===== config.mk =====
export PLATFORM = sky130hd
export DESIGN_NAME = websocket_frame_deframer_top
export DESIGN_NICKNAME = d
export VERILOG_FILES = /design/src/rtl/wsd_pkg.sv /design/src/rtl/wsd_front.sv /design/src/rtl/wsd_queue.sv /design/src/rtl/wsd_back.sv /design/src/rtl/websocket_frame_deframer_top.sv
export SDC_FILE = /design/constraint.sdc
export NUM_CORES = 1
export LEC_CHECK = 0
export BUFFER_PORTS_ARGS = -buffer_cell sky130_fd_sc_hd__buf_4
export CORE_MARGIN = 2
export CORE_UTILIZATION = 40
export DETAILED_ROUTE_END_ITERATION = 16
export GPL_TIMING_DRIVEN = 0
export PLACE_DENSITY = 0.67
export RECOVER_POWER = 100
export SETUP_SLACK_MARGIN = 0.05
export SYNTH_ARGS = -nofsm -noshare
export SYNTH_HDL_FRONTEND = slang
export SYNTH_SLANG_ARGS = --single-unit

===== constraint.sdc =====
create_clock -name aclk -period 9.7 [get_ports aclk]
set_clock_uncertainty 0.2 [all_clocks]
set_input_delay 0.485 -clock aclk [delete_from_list [all_inputs] [get_ports aclk]]
set_output_delay 0.485 -clock aclk [all_outputs]
set_load 0.02 [all_outputs]

===== src/rtl/wsd_pkg.sv =====
// Shared types and constants of the WebSocket frame deframer.
package wsd_pkg;

    // Result kinds as they appear on the result channel's tuser.
    typedef enum logic [1:0] {
        KIND_HEADER  = 2'd0,
        KIND_PAYLOAD = 2'd1,
        KIND_ERROR   = 2'd2
    } result_kind_t;

    // Parser phases, one-hot.
    typedef enum logic [4:0] {
        PH_BYTE0   = 5'b00001,
        PH_BYTE1   = 5'b00010,
        PH_EXTLEN  = 5'b00100,
        PH_KEY     = 5'b01000,
        PH_PAYLOAD = 5'b10000
    } parse_phase_t;

    // Register indexes of the configuration port.
    localparam logic REG_MAX_PAYLOAD = 1'b0;

    localparam logic [31:0] MAX_PAYLOAD_RESET = 32'd10485760;

    localparam logic [6:0] LEN_CODE_16 = 7'd126;
    localparam logic [6:0] LEN_CODE_64 = 7'd127;
    localparam logic [3:0] EXT_BYTES_16 = 4'd2;
    localparam logic [3:0] EXT_BYTES_64 = 4'd8;
    localparam logic [2:0] KEY_BYTES = 3'd4;

    localparam int OUT_DATA_W = 88;

    // One classified event handed from the parser to the output side.
    typedef struct packed {
        result_kind_t kind;
        logic [7:0]   first_byte;
        logic [7:0]   data;
        logic         last;
        logic         masked;
        logic [63:0]  length;
        logic [31:0]  key;
    } q_entry_t;

    // Parser status seen by the top level.
    typedef struct packed {
        logic halted;
        logic phase_idle;
    } front_status_t;

endpackage


===== src/rtl/wsd_front.sv =====
// Header parser: accepts received bytes and classifies them into queue events.
module wsd_front
    import wsd_pkg::*;
(
    input  logic          aclk,
    input  logic          aresetn,
    input  logic          accept,
    input  logic [7:0]    rx_byte,
    input  logic [31:0]   max_payload,
    output logic          push,
    output q_entry_t      push_entry,
    output front_status_t status
);

    parse_phase_t phase_reg, phase_next;
    logic [7:0]   first_reg, first_next;
    logic         masked_reg, masked_next;
    logic [3:0]   ext_left_reg, ext_left_next;
    logic [63:0]  len_reg, len_next;
    logic [31:0]  key_reg, key_next;
    logic [2:0]   key_left_reg, key_left_next;
    logic [63:0]  pay_left_reg, pay_left_next;
    logic         halted_reg, halted_next;
    logic         after_len;
    logic         finish;
    logic         pay_last;
    logic [6:0]   len_code;

    assign len_code = rx_byte[6:0];
    assign pay_last = (pay_left_reg == 64'd1);

    always_comb begin
        phase_next    = phase_reg;
        first_next    = first_reg;
        masked_next   = masked_reg;
        ext_left_next = ext_left_reg;
        len_next      = len_reg;
        key_next      = key_reg;
        key_left_next = key_left_reg;
        pay_left_next = pay_left_reg;
        halted_next   = halted_reg;
        after_len     = 1'b0;
        finish        = 1'b0;
        push          = 1'b0;
        push_entry    = '0;

        if (accept && !halted_reg) begin
            unique case (phase_reg)
                PH_BYTE0: begin
                    first_next = rx_byte;
                    phase_next = PH_BYTE1;
                end
                PH_BYTE1: begin
                    masked_next = rx_byte[7];
                    if (len_code == LEN_CODE_16) begin
                        len_next      = '0;
                        ext_left_next = EXT_BYTES_16;
                        phase_next    = PH_EXTLEN;
                    end else if (len_code == LEN_CODE_64) begin
                        len_next      = '0;
                        ext_left_next = EXT_BYTES_64;
                        phase_next    = PH_EXTLEN;
                    end else begin
                        len_next  = {57'd0, len_code};
                        after_len = 1'b1;
                    end
                end
                PH_EXTLEN: begin
                    len_next      = {len_reg[55:0], rx_byte};
                    ext_left_next = ext_left_reg - 4'd1;
                    after_len     = (ext_left_reg == 4'd1);
                end
                PH_KEY: begin
                    key_next      = {key_reg[23:0], rx_byte};
                    key_left_next = key_left_reg - 3'd1;
                    finish        = (key_left_reg == 3'd1);
                end
                PH_PAYLOAD: begin
                    pay_left_next = pay_left_reg - 64'd1;
                    if (pay_last) begin
                        phase_next = PH_BYTE0;
                    end
                    push       = 1'b1;
                    push_entry = '{kind: KIND_PAYLOAD, first_byte: first_reg, data: rx_byte,
                                   last: pay_last, masked: masked_reg, length: len_reg,
                                   key: key_reg};
                end
                default: begin
                    phase_next = PH_BYTE0;
                end
            endcase

            // Length complete: a masked frame still needs its four key bytes.
            if (after_len) begin
                if (masked_next) begin
                    key_left_next = KEY_BYTES;
                    phase_next    = PH_KEY;
                end else begin
                    finish = 1'b1;
                end
            end

            if (finish) begin
                push = 1'b1;
                push_entry = '{kind: KIND_HEADER, first_byte: first_next, data: 8'd0,
                               last: 1'b0, masked: masked_next, length: len_next,
                               key: key_next};
                if (len_next > {32'd0, max_payload}) begin
                    push_entry.kind = KIND_ERROR;
                    halted_next     = 1'b1;
                    phase_next      = PH_BYTE0;
                end else if (len_next == 64'd0) begin
                    push_entry.last = 1'b1;
                    phase_next      = PH_BYTE0;
                end else begin
                    pay_left_next = len_next;
                    phase_next    = PH_PAYLOAD;
                end
            end
        end
    end

    always_ff @(posedge aclk) begin
        if (!aresetn) begin
            phase_reg    <= PH_BYTE0;
            first_reg    <= '0;
            masked_reg   <= 1'b0;
            ext_left_reg <= '0;
            len_reg      <= '0;
            key_reg      <= '0;
            key_left_reg <= '0;
            pay_left_reg <= '0;
            halted_reg   <= 1'b0;
        end else begin
            phase_reg    <= phase_next;
            first_reg    <= first_next;
            masked_reg   <= masked_next;
            ext_left_reg <= ext_left_next;
            len_reg      <= len_next;
            key_reg      <= key_next;
            key_left_reg <= key_left_next;
            pay_left_reg <= pay_left_next;
            halted_reg   <= halted_next;
        end
    end

    assign status.halted     = halted_reg;
    assign status.phase_idle = (phase_reg == PH_BYTE0);

endmodule


===== src/rtl/wsd_queue.sv =====
// Small register queue between the parser and the output stage.
module wsd_queue
    import wsd_pkg::*;
#(
    parameter int DEPTH = 4
) (
    input  logic     aclk,
    input  logic     aresetn,
    input  logic     push,
    input  q_entry_t push_entry,
    output logic     in_ready,
    input  logic     pop,
    output logic     out_valid,
    output q_entry_t head_entry
);

    localparam int PTR_W = (DEPTH > 1) ? $clog2(DEPTH) : 1;
    localparam int CNT_W = $clog2(DEPTH + 1);
    localparam logic [PTR_W-1:0] LAST_PTR = PTR_W'(DEPTH - 1);
    localparam logic [CNT_W-1:0] FULL_CNT = CNT_W'(DEPTH);

    q_entry_t         entry_reg [DEPTH];
    logic [PTR_W-1:0] wr_ptr_reg, wr_ptr_next;
    logic [PTR_W-1:0] rd_ptr_reg, rd_ptr_next;
    logic [CNT_W-1:0] count_reg, count_next;
    logic             do_push, do_pop;

    assign in_ready   = (count_reg != FULL_CNT);
    assign out_valid  = (count_reg != '0);
    assign head_entry = entry_reg[rd_ptr_reg];
    assign do_push    = push && in_ready;
    assign do_pop     = pop && out_valid;

    always_comb begin
        wr_ptr_next = wr_ptr_reg;
        rd_ptr_next = rd_ptr_reg;
        count_next  = count_reg;
        if (do_push) begin
            wr_ptr_next = (wr_ptr_reg == LAST_PTR) ? '0 : wr_ptr_reg + 1'b1;
        end
        if (do_pop) begin
            rd_ptr_next = (rd_ptr_reg == LAST_PTR) ? '0 : rd_ptr_reg + 1'b1;
        end
        if (do_push && !do_pop) begin
            count_next = count_reg + 1'b1;
        end else if (do_pop && !do_push) begin
            count_next = count_reg - 1'b1;
        end
    end

    always_ff @(posedge aclk) begin
        if (do_push) begin
            entry_reg[wr_ptr_reg] <= push_entry;
        end
    end

    always_ff @(posedge aclk) begin
        if (!aresetn) begin
            wr_ptr_reg <= '0;
            rd_ptr_reg <= '0;
            count_reg  <= '0;
        end else begin
            wr_ptr_reg <= wr_ptr_next;
            rd_ptr_reg <= rd_ptr_next;
            count_reg  <= count_next;
        end
    end

endmodule


===== src/rtl/wsd_back.sv =====
// Output stage: unmasks payload bytes and drives the registered result channel.
module wsd_back
    import wsd_pkg::*;
(
    input  logic                  aclk,
    input  logic                  aresetn,
    input  logic                  q_valid,
    input  q_entry_t              q_entry,
    output logic                  q_pop,
    output logic                  m_tvalid,
    input  logic                  m_tready,
    output logic [OUT_DATA_W-1:0] m_tdata,
    output logic [1:0]            m_tuser,
    output logic                  m_tlast
);

    logic                  valid_reg;
    logic [OUT_DATA_W-1:0] data_reg, data_next;
    logic [1:0]            kind_reg;
    logic                  last_reg;
    logic [31:0]           key_reg, key_next;
    logic [1:0]            idx_reg, idx_next;
    logic [7:0]            key_byte;
    logic [7:0]            out_byte;

    assign q_pop = q_valid && (!valid_reg || m_tready);

    // Key bytes are used first byte first, the first one in bits 31..24.
    always_comb begin
        case (idx_reg)
            2'd0:    key_byte = key_reg[31:24];
            2'd1:    key_byte = key_reg[23:16];
            2'd2:    key_byte = key_reg[15:8];
            default: key_byte = key_reg[7:0];
        endcase
    end

    always_comb begin
        key_next = key_reg;
        idx_next = idx_reg;
        out_byte = 8'd0;
        if (q_entry.kind == KIND_PAYLOAD) begin
            out_byte = q_entry.masked ? (q_entry.data ^ key_byte) : q_entry.data;
            idx_next = idx_reg + 2'd1;
        end else begin
            key_next = q_entry.key;
            idx_next = 2'd0;
        end
        data_next = {7'd0, out_byte, q_entry.length, q_entry.masked,
                     q_entry.first_byte[6:4], q_entry.first_byte[7],
                     q_entry.first_byte[3:0]};
    end

    always_ff @(posedge aclk) begin
        if (q_pop) begin
            data_reg <= data_next;
            kind_reg <= q_entry.kind;
            last_reg <= q_entry.last;
        end
    end

    always_ff @(posedge aclk) begin
        if (!aresetn) begin
            valid_reg <= 1'b0;
            key_reg   <= '0;
            idx_reg   <= '0;
        end else begin
            if (q_pop) begin
                valid_reg <= 1'b1;
                key_reg   <= key_next;
                idx_reg   <= idx_next;
            end else if (m_tready) begin
                valid_reg <= 1'b0;
            end
        end
    end

    assign m_tvalid = valid_reg;
    assign m_tdata  = data_reg;
    assign m_tuser  = kind_reg;
    assign m_tlast  = last_reg;

endmodule


===== src/rtl/websocket_frame_deframer_top.sv =====
// Top level of the WebSocket frame deframer: ports, configuration register, assertions.
//
// The block takes a received WebSocket byte stream, one byte per transaction, and
// parses the frame header (two bytes, an optional 16-bit or 64-bit big-endian
// extended length, an optional 4-byte masking key). When the header is complete it
// sends one header result; every payload byte then yields one result with the byte
// unmasked, and the last payload byte carries tlast. A frame of zero length marks
// its header result with tlast. A frame longer than max_payload_length (register 0,
// byte address 0, reset value 10485760) yields a single error result, after which
// every byte is accepted and dropped until reset. Header bytes before the one that
// completes the header cause no result. The block accepts one byte per cycle while
// the queue has room: the parser updates its state on each accepted byte and pushes
// each result into a small queue (QUEUE_DEPTH entries), and a registered output
// stage drains it one result per cycle while the master side accepts. A result
// passes the queue's entry register and the output register. s_tready falls only
// while the queue is full, which happens once the master side has stalled long enough
// to fill it. Configuration writes are meant for times when no frame is in flight.
module websocket_frame_deframer_top
    import wsd_pkg::*;
#(
    parameter int QUEUE_DEPTH = 4
) (
    input  logic                  aclk,
    input  logic                  aresetn,
    // Input channel, tdata: rx_byte[7:0].
    input  logic                  s_tvalid,
    output logic                  s_tready,
    input  logic [7:0]            s_tdata,
    // Result channel, tdata from bit 0 up: opcode[3:0], fin[4], reserved_bits[7:5],
    // masked[8], frame_length[72:9], payload_byte[80:73], zero fill[87:81].
    output logic                  m_tvalid,
    input  logic                  m_tready,
    output logic [OUT_DATA_W-1:0] m_tdata,
    // tuser: result_kind[1:0].
    output logic [1:0]            m_tuser,
    // tlast: last_of_frame.
    output logic                  m_tlast,
    // Configuration port.
    input  logic                  psel,
    input  logic                  penable,
    input  logic                  pwrite,
    input  logic [2:0]            paddr,
    input  logic [31:0]           pwdata,
    output logic [31:0]           prdata,
    output logic                  pready
);

    logic [31:0]   max_payload_reg;
    logic          cfg_write;
    logic          s_accept;
    logic          q_ready;
    logic          q_valid;
    logic          q_pop;
    logic          front_push;
    q_entry_t      front_entry;
    q_entry_t      head_entry;
    front_status_t front_status;

    // The APB port never inserts wait states. Registers sit at word addresses,
    // so address bit 2 selects the register and the low two bits are ignored.
    assign pready    = 1'b1;
    assign cfg_write = psel && penable && pwrite && pready;

    always_ff @(posedge aclk) begin
        if (!aresetn) begin
            max_payload_reg <= MAX_PAYLOAD_RESET;
        end else if (cfg_write && (paddr[2] == REG_MAX_PAYLOAD)) begin
            max_payload_reg <= pwdata;
        end
    end

    assign prdata = (paddr[2] == REG_MAX_PAYLOAD) ? max_payload_reg : 32'd0;

    // A byte is taken whenever the queue has room, also after an error, when
    // bytes are simply dropped.
    assign s_tready = q_ready;
    assign s_accept = s_tvalid && s_tready;

    wsd_front u_front (
        .aclk        (aclk),
        .aresetn     (aresetn),
        .accept      (s_accept),
        .rx_byte     (s_tdata),
        .max_payload (max_payload_reg),
        .push        (front_push),
        .push_entry  (front_entry),
        .status      (front_status)
    );

    wsd_queue #(
        .DEPTH (QUEUE_DEPTH)
    ) u_queue (
        .aclk       (aclk),
        .aresetn    (aresetn),
        .push       (front_push),
        .push_entry (front_entry),
        .in_ready   (q_ready),
        .pop        (q_pop),
        .out_valid  (q_valid),
        .head_entry (head_entry)
    );

    wsd_back u_back (
        .aclk     (aclk),
        .aresetn  (aresetn),
        .q_valid  (q_valid),
        .q_entry  (head_entry),
        .q_pop    (q_pop),
        .m_tvalid (m_tvalid),
        .m_tready (m_tready),
        .m_tdata  (m_tdata),
        .m_tuser  (m_tuser),
        .m_tlast  (m_tlast)
    );

`ifndef NO_ASSERTIONS
    // The parser pushes only on an accepted byte, so the queue always has room.
    assert property (@(posedge aclk) disable iff (!aresetn)
        front_push |-> q_ready)
        else $error("parser pushed into a full queue");

    // An error result on the output implies the parser has halted.
    assert property (@(posedge aclk) disable iff (!aresetn)
        (m_tvalid && (m_tuser == KIND_ERROR)) |-> front_status.halted)
        else $error("error result without halted parser");

    // Once halted, the parser stays halted and idle until reset.
    assert property (@(posedge aclk) disable iff (!aresetn)
        front_status.halted |=> (front_status.halted && front_status.phase_idle))
        else $error("parser left the halted state");
`endif

endmodule

==> results of run 1 <==
## worst max-delay path, cell delays in order, from the launching register on
cell and delay, ns:
dfxtp_1 0.29, clkbuf_1 0.23, nor4_1 1.09, nand2_1 0.33, mux2i_1 0.37, a21oi_1 0.27
a21oi_1 0.51, and2_0 1.69, buf_16 0.34, clkbuf_1 1.94
## per-stage QoR
step           utilization (%)  worst slack, ns
2_1_floorplan                -             4.24
3_3_place_gp              43.3             1.33
3_5_place_dp              43.6             3.37
4_1_cts                   47.5             3.34
5_1_grt                   46.8             1.44
6_report                  46.8             1.90
## synthesized netlist by cell type (all sizes together), types with 43 or more instances
| library cell | number | area, um^2 |
|---|---|---|
| a21oi | 148 | 744 |
| a22o | 49 | 429 |
| a22oi | 100 | 751 |
| buf | 49 | 236 |
| clkbuf | 135 | 507 |
| dfxtp | 258 | 5160 |
| edfxtp | 548 | 16500 |
| ha | 48 | 601 |
| inv | 69 | 259 |
| mux4 | 116 | 2610 |
| nand2 | 290 | 1090 |
| nand3 | 58 | 290 |
| nor2 | 258 | 968 |
| nor3 | 51 | 272 |
| nor4 | 43 | 284 |
| o21ai | 51 | 255 |
## layout make-up
cell class,count,area [um^2],share of cell area (%)
inverters,69,260,0.668
multi-input cells,1556,10900,27.9
plain buffers,184,728,1.87
repair buffers,209,1310,3.35
diodes,1,2.50,0.00642
clock buffers,128,2450,6.29
flip-flops and latches,806,21600,55.5
clock inverters,32,355,0.912
well taps,1080,1350,3.47
## per-layer routing
metal | track usage (%) | vias up | wire length, um
li1 | - | 10500 | -
met1 | 28.9 | 11500 | 38700
met2 | 34.8 | 1072 | 44400
met4 | 8.89 | 0 | 3860
met3 | 3.78 | 216 | 7630
met5 | 0 | - | 0
## repair_timing
item	4_1_cts	5_1_grt
resized for setup	0	0
endpoints found under the setup margin	0	0
buffers inserted	0	0
hold endpoints to repair	39	0
hold buffers	39	0
## power by group
part	switching (mW)	internal (mW)	leakage (nW)
Combinational	1.56	0.740	4.26
Sequential	0.171	4.09	6.54
Clock	1.35	1.89	1.37
## cells in the final DEF (no fill, tap or decap), drive strengths merged, types with 20 or more instances in the layout
cell | Yosys | layout
nand2 | 290 | 290
nand4 | 36 | 36
nor3 | 51 | 51
buf | 49 | 69
dlygate4sd3 | 0 | 39
o21ai | 51 | 51
a31oi | 25 | 25
a21oi | 148 | 148
nor2 | 258 | 258
nand3 | 58 | 58
a211oi | 20 | 20
a22o | 49 | 49
dfxtp | 258 | 258
edfxtp | 548 | 548
clkbuf | 135 | 413
a22oi | 100 | 100
nor4 | 43 | 43
clkinv | 0 | 20
inv | 69 | 73
mux4 | 116 | 116
ha | 48 | 48
## kinds of logic after synthesis
family / Yosys count
compound gates: 493
fa+ha+maj: 49
buf+inv: 253
xor+xnor: 23
flops: 806
mux: 129
other cells: 2
simple gates: 854
## worst min path at each step
stage | from | endpoint | slack, ns | depth (start not counted)
floorplan | u_back.key_reg[10] | u_back.key_reg[10] | 0.24 | 2
finish | s_tdata[1] | u_front.key_reg[1] | 0.04 | 3
detailed placement | u_front.key_reg[29] | u_front.key_reg[29] | 0.25 | 2
global placement | u_front.key_reg[28] | u_front.key_reg[28] | 0.24 | 2
CTS | s_tdata[1] | u_front.key_reg[1] | 0.007 | 3
global route | s_tdata[1] | u_front.key_reg[1] | 0.02 | 3
==> impl_metrics.yaml, run 1 <==
place:
  gp_congestion: 0.997
  placedCellCount: 3865
  detailed_place.area_um2: 36300
  place_hpwl_um: 65700
  io_buffer_count: 161
synthesis:
  synth.area.mux_share_pct: 8.19
  ys_seq_elements: 806
  synth_cell_types: 80
  synth_xor_area_share_pct: 0.601
  syn_area_um2: 33500
  ys_seq_area_share_pct: 64.5
  synth_area_per_cell_um2: 12.8
  synthFlopType: "edfxtp_1"
  synthAdderAreaFrac_pct: 1.85
  synth-simple-area-share_pct: 11.8
  syn_inst: 2609
  async_reset_ff_share_pct: 0
  synth_edf_count: 548
  synth_top_family_by_area: "simple AND/OR/NAND/NOR gates"
  yosys_warnings: 0
  synth_compound_area_share_pct: 9.98
clock_tree:
  clockRootBuffer: "clkbuf_16"
  path_clk_slew_ns: 0.06
  insertion_delay_ns: 0.64
  cts_made_buffers: 86
  cts_tree: "built"
  cts_max_path_buffers: 3
  cts.sinks: 806
  cts_max_level: 3
worst_setup_path:
  worstReg2RegStart: "u_front.phase_reg[4]"
  worstSetupStartpoint: "u_front.phase_reg[4]"
  ff2ff_path_depth: 9
  crit_path_end: "u_queue.entry_reg[1][56]"
  path_max_fanout: 52
  end_kind: "register"
  crit_required_ns: 9.68
  worstPathArrival_ns: 7.78
  r2r-end: "u_queue.entry_reg[1][56]"
  worstSetupStartpointType: "register"
  rrSetupSlack_ns: 1.90
  path_class: "register to register"
global_route:
  antenna_found_initial: 1
  grt_max_degree: 71
  grt_usage_pct: 21.6
  grt_pass1_vias: 22300
  grt_overflow_total: 0
  grt_first_pass_wirelength_um: 140000
sta:
  drv_slew: 291
  worst_pin_slew_ns: 3.85
  hold_ws_ns: 0.0400
  max-slew-margin-rel_pct: -157
  setup_violations: 0
  clock.fmax_mhz: 128
  hold_viol: 0
  rsz0062_at_grt: "no"
  min_period_over_period_pct: 80.4
  fin_crit_ns: 7.80
  timing.setup.tns_ns: 0
floorplanning:
  start_util_pct: 40.2
  die_w_um: 293
  core_um2: 83300
  dieArea_um2: 86100
  die_h_um: 293
  rows: 106
  io-pin-count: 176
power_and_ir_drop:
  leakagePower_nw: 12.2
  power.density_nw_per_um2: 252
  peakVddDrop_uv: 164
  power_mw: 9.80
routing:
  wire_per_inst_um: 23.3
  drt-total-wl_um: 94600
  drc: 0
  avgViaCountPerCell: 5.74
  vias: 23400
  firstDrtPassIters: 9
  first_iter_violations: 2660
  ant_nets: 0
layout:
  stdcell_area_um2: 39000
  largest_reg_flops: 464
  instances_no_fill: 4065
  synthToLayoutAreaGrowth_pct: 16.3
  drive_gt1_share_pct: 10.6
  nets: 3011
  fillers: 7431
run:
  cap_violations: 8
run_status:
  violations: "max-capacitance violations, max-slew violations"
  outcome: "complete, but fails checks"
hold_path:
  hold_path_class: "input port to register"
Power figures use the tool's default switching activity.
==> inputs of run 2 (changes only) <==
PLACE_DENSITY = 0.69   (was 0.67)
clock period = 6.3 ns   (was 9.7 ns; I/O delays follow)
==> impl_metrics.yaml, run 2 (same netlist as run 1, synthesis figures left out) <==
layout:
  drive_gt1_share_pct: 10.9
  instances_no_fill: 4061
  stdcell_area_um2: 38900
  mostFrequentLayoutCells: "548 x edfxtp_1, 295 x clkbuf_1, 290 x nand2_1"
  synthToLayoutAreaGrowth_pct: 16.1
  multi_input_area_um2: 10900
  nets: 3011
  largest_reg_flops: 464
  seqCellArea_um2: 21600
  fillers: 7440
  antenna_cells: 0
  final_common_cell: "edfxtp_1"
routing:
  drt-total-wl_um: 95000
  wire_per_inst_um: 23.4
  ant_nets: 0
  drc: 0
  avgViaCountPerCell: 5.79
  first_iter_violations: 2820
  firstDrtPassIters: 6
  vias: 23500
place:
  io_buffer_count: 161
  detailed_place.area_um2: 36300
  gp_congestion: 0.990
  place_hpwl_um: 65400
  placedCellCount: 3865
worst_setup_path:
  worstSetupStartpoint: "u_front.phase_reg[4]"
  worstSetupStartpointType: "register"
  crit_required_ns: 6.61
  path_class: "register to register"
  max_stage_delay_ns: 0.58
  critPathSlowestCell: "or4_1"
  r2r-end: "u_front.pay_left_reg[63]"
  path_max_fanout: 10
  rrSetupSlack_ns: 0.38
  crit_chain: "buf_2 > or3_1 > buf_4 > nor3b_1 > clkbuf_1 > clkbuf_2 > a22o_1 > ha_1 > nand4_1 > nor4_1 > a21boi_0 > or4_1 > a31oi_1 > clkbuf_1 > a41o_1 > clkbuf_2 > nor2_1"
  worstPathArrival_ns: 6.23
  end_kind: "register"
  worstReg2RegStart: "u_front.phase_reg[4]"
  ff2ff_path_depth: 17
  crit_path_end: "u_front.pay_left_reg[63]"
clock_tree:
  insertion_delay_ns: 0.64
  cts_max_path_buffers: 3
  postCtsSetupBuffers: 0
  cts_max_level: 3
  path_clk_slew_ns: 0.06
  cts.sinks: 806
  cts_made_buffers: 85
  cts_tree: "built"
  clockRootBuffer: "clkbuf_16"
floorplanning:
  core_um2: 83300
  io-pin-count: 176
  start_util_pct: 40.2
  rows: 106
  dieArea_um2: 86100
  die_w_um: 293
  die_h_um: 293
hold_path:
  hold_path_class: "input port to register"
  min_from: "aresetn"
power_and_ir_drop:
  peakVddDrop_uv: 210
  power.density_nw_per_um2: 383
  leakagePower_nw: 12.2
sta:
  rsz0062_at_grt: "no"
  max-slew-margin-rel_pct: -76.7
  hold_viol: 0
  min_period_over_period_pct: 93.9
  drv_slew: 108
  timing.setup.tns_ns: 0
  worst_pin_slew_ns: 2.64
  setup_violations: 0
  clock.fmax_mhz: 169
  fin_crit_ns: 5.92
global_route:
  grt_overflow_total: 0
  grt_usage_pct: 21.7
  grt_first_pass_wirelength_um: 141000
  antenna_found_initial: 0
  grt_max_degree: 57
  grt_pass1_vias: 22400
run_status:
  violations: "max-capacitance violations, max-slew violations"
  outcome: "complete, but fails checks"
run:
  cap_violations: 3
-- run 2: report_power, final --
part	leakage, nW	internal, mW	switching [mW]
sequential	6.54	6.27	0.275
clock	1.31	2.74	2.06
combinational	4.31	1.16	2.40
total	12.2	10.2	4.73
-- run 2: how the worst min path moves through the flow --
| stage | end | slack [ns] | cells after the start |
|---|---|---|---|
| final | u_front.key_left_reg[0] | 0.1 | 3 |
| after floorplan | u_back.key_reg[10] | 0.24 | 2 |
| after global placement | u_front.key_reg[29] | 0.24 | 2 |
| after detailed placement | max_payload_reg[2] | 0.25 | 2 |
| after CTS | u_front.key_left_reg[0] | 0.05 | 3 |
| after global routing | u_front.key_left_reg[0] | 0.09 | 3 |
-- run 2: through the flow --
step           util, %  power (mW)  hold slack, ns  setup slack [ns]
6_report          46.7        14.9          0.0956             0.382
5_1_grt           46.7        15.5          0.0857            0.0637
4_1_cts           47.3        15.2          0.0453            0.0983
3_5_place_dp      43.6        10.4           0.246             0.125
2_1_floorplan        -        8.95           0.236             0.837
3_3_place_gp      43.3        10.4           0.242             -2.12
-- run 2: worst max-delay path, delay by kind of cell (launching register included) --
kind                       cells  cell delay (ns)
adders and majority gates      1             0.33
DFF                            1             0.29
AOI/OAI and AO/OA              4             1.43
and+or+nand+nor                6             1.61
buffers and inverters          6             1.91
-- run 2: what timing repair did --
action | CTS | global route
hold buffers | 40 | 0
hold endpoints to repair | 54 | 0
gates resized for setup | 0 | 6
endpoints found under the setup margin | 0 | 16
-- run 2: area by class of cell --
| class | instances | area share [%] |
|---|---|---|
| clock buffer | 118 | 6.05 |
| inverter | 69 | 0.669 |
| sequential | 806 | 55.6 |
| tap | 1080 | 3.48 |
| buffer | 184 | 1.91 |
| multi-input combinational | 1556 | 28.0 |
| clock inverter | 38 | 0.792 |
| timing repair buffer | 210 | 3.47 |
-- run 2: layer usage --
layer / up-vias / global-route usage [%] / part of all wire (%)
met5: - / 0 / 0
met4: 0 / 8.03 / 3.8
met3: 221 / 4.11 / 8.0
met2: 1127 / 35.3 / 47
met1: 11700 / 28.8 / 41
li1: 10500 / - / -
